[src/hw/rtl/dwc_pkg.sv]
// Shared codes, constants and coefficient tables for the dynamic window check.
`default_nettype none

package dwc_pkg;

  // Detector region of one eta value.
  typedef logic [1:0] region_t;
  localparam region_t REG_BARREL  = 2'd0;
  localparam region_t REG_POS_END = 2'd1;
  localparam region_t REG_NEG_END = 2'd2;

  // Pieces of the upper eta bound, in rising |eta| order.
  typedef logic [2:0] up_piece_t;
  localparam up_piece_t UP_FLAT_LO = 3'd0;
  localparam up_piece_t UP_QUAD    = 3'd1;
  localparam up_piece_t UP_MID     = 3'd2;
  localparam up_piece_t UP_LIN     = 3'd3;
  localparam up_piece_t UP_FLAT_HI = 3'd4;

  // Pieces of the lower eta bound.
  typedef logic [1:0] dn_piece_t;
  localparam dn_piece_t DN_FLAT_LO = 2'd0;
  localparam dn_piece_t DN_LIN     = 2'd1;
  localparam dn_piece_t DN_FLAT_HI = 2'd2;

  // Pieces of the phi bound.
  typedef logic [1:0] ph_piece_t;
  localparam ph_piece_t PH_FLAT_LO = 2'd0;
  localparam ph_piece_t PH_LIN     = 2'd1;
  localparam ph_piece_t PH_FLAT_HI = 2'd2;

  // Pi and two pi with 30 fraction bits.
  localparam logic signed [35:0] PI_Q30     = 36'sd3373259426;
  localparam logic signed [35:0] TWO_PI_Q30 = 36'sd6746518852;

  // Eta bounds are held in units of 1e-7.
  localparam logic signed [24:0] ETA_SCALE = 25'sd10000000;

  // Constant term of the upper eta bound, units of 1e-7.
  function automatic logic signed [23:0] up_c0(up_piece_t p);
    logic signed [23:0] c;
    unique case (p)
      UP_FLAT_LO: c = 24'sd750000;
      UP_QUAD:    c = 24'sd758929;
      UP_MID:     c = 24'sd2000000;
      UP_LIN:     c = 24'sd6250000;
      default:    c = 24'sd1500000;
    endcase
    return c;
  endfunction

  // Linear term of the upper eta bound.
  function automatic logic signed [22:0] up_c1(up_piece_t p);
    logic signed [22:0] c;
    unique case (p)
      UP_QUAD: c = -23'sd178571;
      UP_LIN:  c = -23'sd2500000;
      default: c = 23'sd0;
    endcase
    return c;
  endfunction

  // Quadratic term of the upper eta bound.
  function automatic logic [19:0] up_c2(up_piece_t p);
    logic [19:0] c;
    unique case (p)
      UP_QUAD: c = 20'd892857;
      default: c = 20'd0;
    endcase
    return c;
  endfunction

  // Constant term of the lower eta bound.
  function automatic logic signed [23:0] dn_c0(dn_piece_t p);
    logic signed [23:0] c;
    unique case (p)
      DN_FLAT_LO: c = -24'sd750000;
      DN_LIN:     c = 24'sd3187500;
      default:    c = -24'sd1500000;
    endcase
    return c;
  endfunction

  // Linear term of the lower eta bound.
  function automatic logic signed [22:0] dn_c1(dn_piece_t p);
    logic signed [22:0] c;
    unique case (p)
      DN_LIN:  c = -23'sd1875000;
      default: c = 23'sd0;
    endcase
    return c;
  endfunction

  // Constant term of the phi bound, units of 1e-3 rad.
  function automatic logic signed [11:0] ph_c0(ph_piece_t p);
    logic signed [11:0] c;
    unique case (p)
      PH_FLAT_LO: c = 12'sd600;
      PH_LIN:     c = 12'sd1075;
      default:    c = 12'sd400;
    endcase
    return c;
  endfunction

  // Linear term of the phi bound.
  function automatic logic signed [8:0] ph_c1(ph_piece_t p);
    logic signed [8:0] c;
    unique case (p)
      PH_LIN:  c = -9'sd250;
      default: c = 9'sd0;
    endcase
    return c;
  endfunction

endpackage

`default_nettype wire

[src/hw/rtl/dynamic_window_check_top.sv]
// Top level of the dynamic window check: a five stage pipeline.
`default_nettype none

// Channel  Direction  Handshake          Payload
// in_      input      in_valid/in_stall  in_ref_eta, in_ref_phi, in_seed_eta, in_seed_phi
// out_     output     out_valid/out_stall out_in_window
//
// One word enters per clock unless in_stall is high; the pipeline depth
// is set by the chain of coefficient products, bound sums and compares.
// Each stage holds its own valid bit and moves on when the stage after it is
// empty or moving, so bubbles close up while the output is stalled and a
// stall never drops or repeats a word.
// Reset (rst_n low, synchronous) clears only the valid bits.

module dynamic_window_check_top #(
  parameter int FRAC_BITS = 12
) (
  input  wire logic               clk,
  input  wire logic               rst_n,
  input  wire logic               in_valid,
  output logic                    in_stall,
  input  wire logic signed [14:0] in_ref_eta,
  input  wire logic signed [14:0] in_ref_phi,
  input  wire logic signed [14:0] in_seed_eta,
  input  wire logic signed [14:0] in_seed_phi,
  output logic                    out_valid,
  input  wire logic               out_stall,
  output logic                    out_in_window
);

  // Working width of the bound arithmetic. The eta bounds carry a scale of
  // 1e7 * 2^(2*FRAC_BITS); the phi compare carries 1000 * 2^30.
  localparam int W = (2 * FRAC_BITS + 28 > FRAC_BITS + 48) ?
                     2 * FRAC_BITS + 28 : FRAC_BITS + 48;
  localparam int PH_SH = 30 - FRAC_BITS;

  // Thresholds on 10 * |eta|, so that tenths compare exactly.
  localparam logic [W-1:0] TH_01 = W'(1) << FRAC_BITS;
  localparam logic [W-1:0] TH_13 = W'(13) << FRAC_BITS;
  localparam logic [W-1:0] TH_17 = W'(17) << FRAC_BITS;
  localparam logic [W-1:0] TH_19 = W'(19) << FRAC_BITS;
  localparam logic [W-1:0] TH_21 = W'(21) << FRAC_BITS;
  localparam logic [W-1:0] TH_25 = W'(25) << FRAC_BITS;
  localparam logic [W-1:0] TH_27 = W'(27) << FRAC_BITS;
  // Barrel edge on 1000 * |eta|.
  localparam logic [W-1:0] BARREL_LIM = W'(1479) << FRAC_BITS;

  localparam logic signed [W-1:0] PI_W     = W'(dwc_pkg::PI_Q30);
  localparam logic signed [W-1:0] TWO_PI_W = W'(dwc_pkg::TWO_PI_Q30);
  localparam logic signed [W-1:0] MILLI    = W'(1000);

  // Stage enables: a stage loads when its successor is empty or loading.
  logic en1, en2, en3, en4, en5;

  logic s1_v_r, s2_v_r, s3_v_r, s4_v_r, out_valid_r;

  assign en5 = !out_valid_r || !out_stall;
  assign en4 = !s4_v_r || en5;
  assign en3 = !s3_v_r || en4;
  assign en2 = !s2_v_r || en3;
  assign en1 = !s1_v_r || en2;

  assign in_stall  = !en1;
  assign out_valid = out_valid_r;

  // ---------------------------------------------------------------------
  // Stage 1: regions, |seed eta|, eta offset, phi difference, piece choice.
  // ---------------------------------------------------------------------
  logic [14:0]         ref_abs, seed_abs;
  logic [W-1:0]        seed_abs_w, seed_a10;
  dwc_pkg::region_t    ref_reg, seed_reg;
  logic signed [15:0]  eta_diff, eta_off, phi_diff;
  dwc_pkg::up_piece_t  up_p;
  dwc_pkg::dn_piece_t  dn_p;
  dwc_pkg::ph_piece_t  ph_p;

  always_comb begin
    ref_abs    = in_ref_eta[14] ? 15'(-in_ref_eta) : 15'(in_ref_eta);
    seed_abs   = in_seed_eta[14] ? 15'(-in_seed_eta) : 15'(in_seed_eta);
    seed_abs_w = W'(seed_abs);
    seed_a10   = (seed_abs_w << 3) + (seed_abs_w << 1);

    if (W'(ref_abs) * W'(1000) > BARREL_LIM) begin
      ref_reg = in_ref_eta[14] ? dwc_pkg::REG_NEG_END : dwc_pkg::REG_POS_END;
    end else begin
      ref_reg = dwc_pkg::REG_BARREL;
    end
    if (seed_abs_w * W'(1000) > BARREL_LIM) begin
      seed_reg = in_seed_eta[14] ? dwc_pkg::REG_NEG_END : dwc_pkg::REG_POS_END;
    end else begin
      seed_reg = dwc_pkg::REG_BARREL;
    end

    // The offset is mirrored for a negative reference so that it points
    // away from the beam line on both sides.
    eta_diff = 16'(in_seed_eta) - 16'(in_ref_eta);
    eta_off  = in_ref_eta[14] ? -eta_diff : eta_diff;
    phi_diff = 16'(in_ref_phi) - 16'(in_seed_phi);

    priority if (seed_a10 < TH_01) up_p = dwc_pkg::UP_FLAT_LO;
    else if (seed_a10 < TH_13)     up_p = dwc_pkg::UP_QUAD;
    else if (seed_a10 < TH_17)     up_p = dwc_pkg::UP_MID;
    else if (seed_a10 < TH_19)     up_p = dwc_pkg::UP_LIN;
    else                           up_p = dwc_pkg::UP_FLAT_HI;

    priority if (seed_a10 < TH_21) dn_p = dwc_pkg::DN_FLAT_LO;
    else if (seed_a10 < TH_25)     dn_p = dwc_pkg::DN_LIN;
    else                           dn_p = dwc_pkg::DN_FLAT_HI;

    priority if (seed_a10 < TH_19) ph_p = dwc_pkg::PH_FLAT_LO;
    else if (seed_a10 < TH_27)     ph_p = dwc_pkg::PH_LIN;
    else                           ph_p = dwc_pkg::PH_FLAT_HI;
  end

  logic                s1_same_r;
  logic [14:0]         s1_a_r;
  logic signed [15:0]  s1_e_r, s1_d_r;
  dwc_pkg::up_piece_t  s1_up_r;
  dwc_pkg::dn_piece_t  s1_dn_r;
  dwc_pkg::ph_piece_t  s1_ph_r;

  always_ff @(posedge clk) begin
    if (!rst_n) begin
      s1_v_r <= 1'b0;
    end else if (en1) begin
      s1_v_r <= in_valid;
    end
  end

  always_ff @(posedge clk) begin
    if (en1) begin
      s1_same_r <= (ref_reg == seed_reg);
      s1_a_r    <= seed_abs;
      s1_e_r    <= eta_off;
      s1_d_r    <= phi_diff;
      s1_up_r   <= up_p;
      s1_dn_r   <= dn_p;
      s1_ph_r   <= ph_p;
    end
  end

  // ---------------------------------------------------------------------
  // Stage 2: |eta| squared, linear coefficient products, scaled offset and
  // the single phi wrap.
  // ---------------------------------------------------------------------
  logic signed [15:0]  a_s;
  logic signed [W-1:0] d30, d_wrap;

  always_comb begin
    a_s = $signed({1'b0, s1_a_r});
    d30 = W'(s1_d_r) <<< PH_SH;
    if (d30 > PI_W) begin
      d_wrap = d30 - TWO_PI_W;
    end else if (d30 < -PI_W) begin
      d_wrap = d30 + TWO_PI_W;
    end else begin
      d_wrap = d30;
    end
  end

  logic                s2_same_r;
  logic [28:0]         s2_a2_r;
  logic signed [40:0]  s2_e7_r;
  logic signed [38:0]  s2_upc1a_r, s2_dnc1a_r;
  logic signed [24:0]  s2_phc1a_r;
  logic signed [W-1:0] s2_dw_r;
  dwc_pkg::up_piece_t  s2_up_r;
  dwc_pkg::dn_piece_t  s2_dn_r;
  dwc_pkg::ph_piece_t  s2_ph_r;

  always_ff @(posedge clk) begin
    if (!rst_n) begin
      s2_v_r <= 1'b0;
    end else if (en2) begin
      s2_v_r <= s1_v_r;
    end
  end

  always_ff @(posedge clk) begin
    if (en2) begin
      s2_same_r  <= s1_same_r;
      s2_a2_r    <= 29'(s1_a_r) * 29'(s1_a_r);
      s2_e7_r    <= 41'(s1_e_r) * 41'(dwc_pkg::ETA_SCALE);
      s2_upc1a_r <= 39'(dwc_pkg::up_c1(s1_up_r)) * 39'(a_s);
      s2_dnc1a_r <= 39'(dwc_pkg::dn_c1(s1_dn_r)) * 39'(a_s);
      s2_phc1a_r <= 25'(dwc_pkg::ph_c1(s1_ph_r)) * 25'(a_s);
      s2_dw_r    <= d_wrap;
      s2_up_r    <= s1_up_r;
      s2_dn_r    <= s1_dn_r;
      s2_ph_r    <= s1_ph_r;
    end
  end

  // ---------------------------------------------------------------------
  // Stage 3: quadratic term, offset at full scale, phi magnitude and bound.
  // ---------------------------------------------------------------------
  logic signed [W-1:0] dmag;

  assign dmag = s2_dw_r[W-1] ? -s2_dw_r : s2_dw_r;

  logic                s3_same_r;
  logic signed [W-1:0] s3_lhs_r, s3_pbound_r, s3_dm1000_r;
  logic [48:0]         s3_upq_r;
  logic signed [38:0]  s3_upc1a_r, s3_dnc1a_r;
  dwc_pkg::up_piece_t  s3_up_r;
  dwc_pkg::dn_piece_t  s3_dn_r;

  always_ff @(posedge clk) begin
    if (!rst_n) begin
      s3_v_r <= 1'b0;
    end else if (en3) begin
      s3_v_r <= s2_v_r;
    end
  end

  always_ff @(posedge clk) begin
    if (en3) begin
      s3_same_r   <= s2_same_r;
      s3_lhs_r    <= W'(s2_e7_r) <<< FRAC_BITS;
      s3_upq_r    <= 49'(dwc_pkg::up_c2(s2_up_r)) * 49'(s2_a2_r);
      s3_upc1a_r  <= s2_upc1a_r;
      s3_dnc1a_r  <= s2_dnc1a_r;
      s3_pbound_r <= (W'(dwc_pkg::ph_c0(s2_ph_r)) <<< 30) + (W'(s2_phc1a_r) <<< PH_SH);
      s3_dm1000_r <= dmag * MILLI;
      s3_up_r     <= s2_up_r;
      s3_dn_r     <= s2_dn_r;
    end
  end

  // ---------------------------------------------------------------------
  // Stage 4: eta bound sums and the phi compare.
  // ---------------------------------------------------------------------
  logic                s4_same_r, s4_phi_ok_r;
  logic signed [W-1:0] s4_lhs_r, s4_upb_r, s4_dnb_r;

  always_ff @(posedge clk) begin
    if (!rst_n) begin
      s4_v_r <= 1'b0;
    end else if (en4) begin
      s4_v_r <= s3_v_r;
    end
  end

  always_ff @(posedge clk) begin
    if (en4) begin
      s4_same_r   <= s3_same_r;
      s4_lhs_r    <= s3_lhs_r;
      s4_upb_r    <= (W'(dwc_pkg::up_c0(s3_up_r)) <<< (2 * FRAC_BITS))
                   + (W'(s3_upc1a_r) <<< FRAC_BITS)
                   + $signed(W'(s3_upq_r));
      s4_dnb_r    <= (W'(dwc_pkg::dn_c0(s3_dn_r)) <<< (2 * FRAC_BITS))
                   + (W'(s3_dnc1a_r) <<< FRAC_BITS);
      s4_phi_ok_r <= (s3_dm1000_r <= s3_pbound_r);
    end
  end

  // ---------------------------------------------------------------------
  // Stage 5: eta window compare and the output register.
  // ---------------------------------------------------------------------
  logic out_in_window_r;

  always_ff @(posedge clk) begin
    if (!rst_n) begin
      out_valid_r <= 1'b0;
    end else if (en5) begin
      out_valid_r <= s4_v_r;
    end
  end

  always_ff @(posedge clk) begin
    if (en5) begin
      out_in_window_r <= s4_same_r && s4_phi_ok_r &&
                         (s4_lhs_r >= s4_dnb_r) && (s4_lhs_r <= s4_upb_r);
    end
  end

  assign out_in_window = out_in_window_r;

endmodule

`default_nettype wire

[config.mk]
export PLATFORM = sky130hd
export DESIGN_NAME = dynamic_window_check_top
export DESIGN_NICKNAME = d
export VERILOG_FILES = /design/src/hw/rtl/dwc_pkg.sv /design/src/hw/rtl/dynamic_window_check_top.sv
export SDC_FILE = /design/constraint.sdc
export NUM_CORES = 2
export LEC_CHECK = 0
export ABC_AREA = 1
export BUFFER_PORTS_ARGS = -buffer_cell sky130_fd_sc_hd__buf_2
export CELL_PAD_IN_SITES_DETAIL_PLACEMENT = 1
export CELL_PAD_IN_SITES_GLOBAL_PLACEMENT = 2
export CORE_ASPECT_RATIO = 0.9
export CORE_MARGIN = 2
export CORE_UTILIZATION = 30
export CTS_CLUSTER_DIAMETER = 150
export DETAILED_ROUTE_END_ITERATION = 8
export PLACE_DENSITY_LB_ADDON = 0.25
export REMOVE_ABC_BUFFERS = 1
export SETUP_SLACK_MARGIN = 0.4
export SKIP_CTS_REPAIR_TIMING = 1
export SYNTH_ARGS = -nofsm -noshare
export SYNTH_HDL_FRONTEND = slang
export SYNTH_SLANG_ARGS = --single-unit
[constraint.sdc]
create_clock -name clk -period 42.3 [get_ports clk]
set_clock_uncertainty 0.1 [all_clocks]
set_input_delay 10.575 -clock clk [delete_from_list [all_inputs] [get_ports clk]]
set_output_delay 10.575 -clock clk [all_outputs]
set_load 0.05 [all_outputs]
==> flow_summary.yaml <==
run_status:
  status: "completed"
sta:
  setup_violations: 0
  worstMarginPinSlew_ns: 1.124
  fmax_mhz: 41.54
  max-slew-margin-rel: 0.2436
  period_needed_ns: 24.07
  timing.setup.tns_ns: 0
  maxSlewViolCount: 0
  rsz0062_at_grt: "no"
  fin_crit_sh: 0.5691
  hold_viol: 0
worst_hold_path:
  min_to: "s3_dnc1a_r[13]"
  hold_start: "s2_dnc1a_r[13]"
  holdPathStages: 0
  hold_path.class: "reg2reg"
yosys:
  synth_top_cell_by_area: "fa_1"
  ys.flop_type: "edfxtp_1"
  synth-seq-cells: 618
  synth-edff-count: 613
  synthCells: 8653
  syn_avg_cell_area_um2: 9.731
  synthArstFlopShare: 0
  syn_area_um2: 84200
  synth_top_area_frac: 0.2832
  yosysSeqAreaShare: 0.2198
  ys_warn_count: 0
  synthDistinctLibCells: 66
  synthTopCellsByArea: "fa_1 28%, edfxtp_1 22%, ha_1 19%"
placement:
  portBuffers: 66
  gp_congestion: 0.8524
  dp_hpwl_mm: 204.8
floorplan:
  die-area_um2: 284900
  pin_count: 67
  core_um2: 279300
  die_width_um: 562.4
  initial_core_util: 0.3015
  rows: 184
  fp.dieH_um: 506.6
clock_network:
  htreeDepth: 3
  cts_tree: "yes"
  path_clk_slew_ns: 0.06
  clock-sinks: 618
  cts_made_buffers: 79
  root_buffer: "clkbuf_16"
  clk_latency_ns: 0.72
  clockBufferDepth: 3
drt:
  wl_per_cell_um: 18.29
  dr.pass1.iters: 7
  via_count: 57306
  viasPerCell: 4.519
  drt-initial-drc-count: 2416
  ant_nets: 0
  wl_mm: 232.0
  drc: 0
cells_and_area:
  area_delta_synth_final_pct: 9.855
  final_nets: 11436
  post_route_cells_drive_above_1_share: 0.03516
global_routing:
  grt_pass1_wl_mm: 366.2
  grt_overflow: 0
  grt_pass1_vias: 63759
  antenna_found_initial: 12
  track_usage: 0.1650
  grt_max_degree: 104
worst_setup_path:
  required_ns: 31.62
  worstPathMaxFanout: 103
  reg2reg_depth: 23
  cp-start-kind: "input pin"
  r2r_slack_ns: 33.52
  path_common_cell: "nor2_1"
  critPathKind: "in2out"
  cp.buffers_inverters: 5
  timing.rr.start: "s2_up_r[0]"
  end_kind: "output port"
  cp_cell_sequence: "buf_2 > nand2_1 > nor2_1 > inv_4 > nor2_1 > inv_8 > nor2_1 > inv_8 > nor2_1 > buf_2"
  rr_endpoint: "s3_upq_r[46]"
  slowest_delay_ns: 0.64
  path_delay_family: "buffers and inverters"
  cp_slowest_cell: "inv_4"
  cp.arrival_ns: 13.40
run:
  cap_violations: 0
==> kinds of logic (layout without fill, tap and decap cells) <==
kind of cell,after synthesis,after routing,synth area share
adder cells (fa/ha/maj),2478,2478,0.4744
buffers and inverters,2304,2505,0.1029
AO/OA/AOI/OAI,1002,1002,0.06724
flip-flops,618,618,0.2198
AND/OR/NAND/NOR,1805,1805,0.08925
other,2,110,0.00008919
XOR/XNOR,444,444,0.04627
==> state kept, by name, summed over array words and instances (netlist names), 15 cells and up <==
signal       flops
s1_e_r          16
s3_upc1a_r      39
s4_dnb_r        37
s2_phc1a_r      24
s3_dm1000_r     55
s2_dw_r         20
s3_pbound_r     25
s2_dnc1a_r      36
s1_d_r          16
s3_dnc1a_r      36
s4_lhs_r        34
s4_upb_r        52
s2_a2_r         28
s1_a_r          15
s2_e7_r         34
s3_upq_r        48
s3_lhs_r        34
s2_upc1a_r      39
==> worst reg2reg max path, cell delays in order (launching register included) <==
cell	delay, ns
edfxtp_1	0.64
inv_1	0.11
nor3_2	0.11
buf_4	0.30
inv_1	0.17
nor2_1	0.81
ha_1	0.41
fa_1	0.49
inv_1	0.06
fa_1	0.56
inv_1	0.07
fa_1	0.47
fa_1	0.52
fa_1	0.60
fa_1	0.43
ha_1	0.42
a21oi_1	0.17
inv_1	0.07
a21oi_1	0.27
o21ai_0	0.15
a211oi_1	0.54
o21ai_0	0.36
a31oi_1	0.29
xor2_1	0.40
==> cell usage after synthesis, types with 31 or more instances <==
| master | instances |
|---|---|
| o21ai_0 | 222 |
| fa_1 | 1191 |
| inv_1 | 2243 |
| nor2_1 | 514 |
| a21oi_1 | 490 |
| edfxtp_1 | 613 |
| clkbuf_1 | 45 |
| o21a_1 | 31 |
| nand3_1 | 169 |
| nand4_1 | 52 |
| xor2_1 | 294 |
| a31oi_1 | 63 |
| xnor2_1 | 149 |
| nor3_1 | 60 |
| nand2_1 | 909 |
| ha_1 | 1287 |
==> layout by cell type, fill, tap and decap left out, types with 63 or more instances in the layout <==
cell / instances
xnor2_1: 149
clkbuf_16: 80
a31oi_1: 63
nand3_1: 169
a21oi_1: 490
nor2_1: 512
edfxtp_1: 613
buf_2: 66
nand2_1: 909
ha_1: 1287
o21ai_0: 222
fa_1: 1191
inv_1: 2239
conb_1: 107
xor2_1: 294
==> layout make-up <==
type                    count  area, um2
diodes                      3      7.507
clock buffers              90       2049
clock inverters            56      718.2
fillers                 31915     186800
inverters                2249       8459
multi-input cells        5836      57440
flip-flops and latches    618      18510
well taps                3720       4654
repair buffers            110      660.6
==> metal layers <==
layer | up-vias | part of all wire | global-route usage
met3 | 153 | 0.032 | 0.01888
met1 | 28819 | 0.50 | 0.2419
met2 | 595 | 0.45 | 0.2637
met5 | - | 0 | 0
met4 | 0 | 0.014 | 0.02751
li1 | 27739 | - | -
==> how the worst max path moves through the flow <==
stage / start / endpoint / slack (ns) / cells after the start
4_1_cts: out_stall / in_stall / 17.99 / 10
3_3_place_gp: out_stall / in_stall / 18.05 / 10
6_report: out_stall / in_stall / 18.23 / 10
5_1_grt: out_stall / in_stall / 17.82 / 10
3_5_place_dp: out_stall / in_stall / 17.98 / 10
2_1_floorplan: out_stall / in_stall / 8.39 / 8
==> per-stage QoR <==
step,hold slack [ns],setup WS [ns],std cells,utilization,area [um2]
final,0.3099,18.23,12682,0.3312,92500
after global routing,0.3054,17.82,12680,0.3312,92490
after CTS,0.3096,17.99,12679,0.3312,92490
after detailed placement,0.3052,17.98,12533,0.3213,89720
after global placement,0.3006,18.05,12533,0.3213,89720
after floorplan,0.3003,8.387,8703,-,84370
Power is left out: the tool's default activity adds up to more than one toggle a clock period on the data nets, which glitch-free logic cannot reach.
